[src/gpib_cmp_unit.sv]
// shared multiply-compare unit: n*(a-b) against c*w, all exact
`default_nettype none
module gpib_cmp_unit (
	input  wire logic signed [16:0] diff,
	input  wire logic [3:0]         mul_n,
	input  wire logic [3:0]         mul_c,
	input  wire logic signed [17:0] width,
	output logic                    le,
	output logic                    ge
);
	logic signed [22:0] lhs;
	logic signed [22:0] rhs;
	// one small product each side
	always_comb begin
		lhs = 23'(diff) * 23'($signed({1'b0, mul_n}));
		rhs = 23'(width) * 23'($signed({1'b0, mul_c}));
		le = (lhs <= rhs);
		ge = (lhs >= rhs);
	end
endmodule
`default_nettype wire

[config.mk]
export PLATFORM = sky130hd
export DESIGN_NAME = gpib_cmp_unit
export DESIGN_NICKNAME = d
export VERILOG_FILES = /design/src/gpib_cmp_unit.sv
export SDC_FILE = /design/constraint.sdc
export NUM_CORES = 1
export LEC_CHECK = 0
export BUFFER_PORTS_ARGS = -buffer_cell sky130_fd_sc_hd__buf_2
export CAP_MARGIN = 10
export CORE_AREA = 4 4 104 106
export DETAILED_ROUTE_END_ITERATION = 7
export DIE_AREA = 0 0 108 110
export PLACE_DENSITY_LB_ADDON = 0.15
export SETUP_SLACK_MARGIN = 0.2
export SYNTH_ARGS = -nofsm -noshare
export SYNTH_HDL_FRONTEND = slang
export SYNTH_SLANG_ARGS = --single-unit
export TNS_END_PERCENT = 50
[constraint.sdc]
create_clock -name vclk -period 7.8
set_input_delay 1.56 -clock vclk [all_inputs]
set_output_delay 1.56 -clock vclk [all_outputs]
set_load 0.01 [all_outputs]
# Yosys cells after proc, flatten, opt, wreduce, memory -nomap -nowiden
# Index checks and enable logic that the tools add are counted.
[word_totals] register_bits=0 word_cells=4 in_bits=43 latch_bits=0 ram_bits=0 mem_count=0 romBits=0 output_inout_bits=2
[op_classes] div_mod_pow=0 eq_ne=0 multipliers=2 mux=0 n_shift=0 n_lt_le_gt_ge=2 reduce_logical=0 addsub=0 bitwise_logic=0
[op_table] operator="$ge A22 B23 Y1" n=1
[op_table] operator="$le A22 B23 Y1" n=1
[op_table] operator="$mul A18 B5 Y23" n=1
[op_table] operator="$mul A17 B5 Y22" n=1

# Longest topological paths before layout
[depth] word_depth=2 mapped_depth=23 depth_no_buf=22

# Worst setup path before layout
# OpenSTA, ideal clock, no wires.
[synth_path] path_type="input port to output port" start="input mul_n[3]" end="output ge" t_arrival_ps=6386 setup_slack_ps=-146 path_buffers=1 cell_stages=23 t_required_ps=6240 cell_sequence="clkbuf_1 > and2_1 > ha_1 > inv_1 > fa_1 > fa_1 > inv_1 > ha_1 > o21a_1 > a21oi_1 > o211ai_1 > a2111oi_1 > o21bai_1 > a21oi_1 > xnor2_1 > ha_1 > a21o_1 > a21o_1 > a21o_1 > a21oi_1 > nor2_1 > nor3_1 > mux2_1"
[synth_via] elab_chain_cells=2
[synth_lines] item="from (decl)" line_no="5" source="input wire logic [3:0] mul_n,"
[synth_lines] item="$mul A17 B5 Y22" line_no="15" source="lhs = 23'(diff) * 23'($signed({1'b0, mul_n}));"
[synth_lines] item="$ge A22 B23 Y1" line_no="18" source="ge = (lhs >= rhs);"
[synth_lines] item="to (decl)" line_no="9" source="output logic ge"
# No other way between the ends.

# Final worst setup path
[layout_path] start="input width[4]" end="output le"
[layout_via] elab_chain_cells=2
[layout_lines] item="from (decl)" line_no="7" source="input wire logic signed [17:0] width,"
[layout_lines] item="$mul A18 B5 Y23" line_no="16" source="rhs = 23'(width) * 23'($signed({1'b0, mul_c}));"
[layout_lines] item="$le A22 B23 Y1" line_no="17" source="le = (lhs <= rhs);"
[layout_lines] item="to (decl)" line_no="8" source="output logic le,"
# No other way between the ends.

==> out/results.txt <==
Final Cell Area - 7407 sq um
CP max FO - 4
CP Capture Type - output port
Endpoints failing setup - 2
Worst endpoint data arrival time - 6.44 ns
Maximum vdd ir drop - 0.0003693 V
Ratio of final minimum period to clock period - 102.6%
Core ar. - 9774 sq um
Post-route ant nets - 0
Outcome - finished, violations left
Total power - 1345 uW
Via density - 5.362
Die area - 11880 sq um
Antenna Cells - 0
RSZ-0062 raised after global routing - true
Gr ovfl total - 0
Slew at the pin with the worst max-slew slack - 0.6514 ns
Distinct cells, synth - 45
Area share of the largest cell type after synthesis - 25.81%
Clock tree buffer count of the final layout - 0
Wire per inst - 13.76 microns
Worst path top cell family by delay - adder cells
WP buf/inv - 6
FP Rows - 36
Starting Density - 57.13%
Critical Path Max Stage Delay - 0.49 ns
Synth warnings - 0
Die height - 110 microns
Initial antenna violation count - 0
Commonest cells after routing, fill and taps aside - buf_4, and2_1, inv_1, ha_1, fa_1
Proportion of layout cells with a drive suffix above 1 - 29.04%
Cells after synthesis - 667
Pre-antenna DRT Iters - 4
CP Launch Type - primary input
Netlist Area Pre-Place - 5584 sq um
Vias in the first global route - 5342
Mapped Nets - 891
# Max-Cap Violations - 0
Synth top area cells - fa_1, ha_1, and2_1
I/O pin count - 45
Multi-input gate area - 5672 sq um
Nets - 1042
Total track usage - 22.42%
Hold slack - 4.188 ns
Routed WL - 13060 microns
Clock period minus worst slack - 8.001 ns
# port buffers - 45
Register Area - 0 sq um
Area grow syn2layout - 32.65%
PwrDens - 181.6 nW/um^2
Initial DRC Count - 172
FILL cells - 741
Worst Hold Class - primary input to output port
Residual DRC - 0
Average cell area after synthesis - 8.372 sq um
Setup_tns - -0.4017 ns
Final hold violation count - 0
Placed inst area - 6756 sq um
Slowest CP cell - fa_1
Final Slew Violations - 0
Fraction of the yosys area taken by sequential cells - 0%
Failing checks - negative setup slack
Die X - 108 microns
Largest net degree at the start of global routing - 19
Max-slew headroom - 56.31%
Area leader, netlist - fa_1
WP data required - 6.24 ns
DR vias - 5089
Final worst slack - -0.2010 ns
Seq_cells - 0
Most common library cell in the layout ignoring fill and taps - buf_4
Fmax - 0.1250 GHz
CP Class - primary input to output port
End-of-flow core utilization - 75.78%
Global-route wire length before repair - 22510 microns
Routability Congestion - 0.8298
Leakage power - 0.003859 uW
Detail Placement HPWL - 10440 microns
## per-layer routing
metal	track usage, %	vias up	share of wire, %
met5	0	-	0
met4	1.172	0	0.51
li1	-	2526	-
met3	0.2912	8	1.6
met1	27.93	2504	41
met2	45.29	51	56
## cells in the mapped netlist (2+ instances only)
cell type	number
a311oi_1	2
fa_1	72
o21ai_0	11
mux2_1	2
nand3_1	7
inv_1	101
o21ai_1	4
and3_1	5
nor2b_1	4
a2111oi_1	3
xor2_1	19
a21oi_1	35
a211oi_1	6
ha_1	109
a21o_1	24
nand2_1	37
nor3_1	5
and2_1	116
nand4_1	7
a31oi_1	5
a221o_1	2
xnor2_1	19
o31ai_1	2
o21a_1	8
and4_1	2
nor2_1	28
o211ai_1	2
clkbuf_1	8
o21bai_1	6
## timing repair
| action | CTS | global route |
|---|---|---|
| resized for setup | 61 | 31 |
| hold endpoints to repair | 0 | 0 |
| cloned | 2 | 0 |
| setup endpoints to repair | 2 | 2 |
| hold buffers | 0 | 0 |
| setup buffers | 18 | 5 |
| pin swaps | 75 | 33 |
## metrics by stage
stage                     std cells  setup WS [ns]
after floorplan                 667         0.2059
final                           949        -0.2010
after global routing            949        -0.3320
after CTS                       944        -0.1435
after global placement          924        -0.1994
after detailed placement        924        -0.3519
## final cells by class
class / count / share of cell area (%)
timing repair buffer: 157 / 16.06
tap: 133 / 2.247
multi-input combinational: 558 / 76.57
inverter: 101 / 5.118
## power by group
part	switching, uW	internal (uW)	leakage, uW	total [uW]
logic	651	694	0.00386	1340
clock network	0	0	0	0
registers	0	0	0	0
total	651	694	0.00386	1340
## worst paths after layout
| check | slack [ns] | cells past startpoint | start | end |
|---|---|---|---|---|
| max | -0.20 | 25 | width[4] | le |
| min | 4.19 | 7 | mul_n[0] | ge |
## logic make-up after synthesis
family	after synthesis	synth area share [%]
AND/OR/NAND/NOR	216	21.33
adder cells (fa/ha/maj)	181	50.24
AO/OA/AOI/OAI	121	14.74
buffers and inverters	109	7.327
XOR/XNOR	38	5.960
multiplexers	2	0.4033
(Power assumes the default switching activity.)
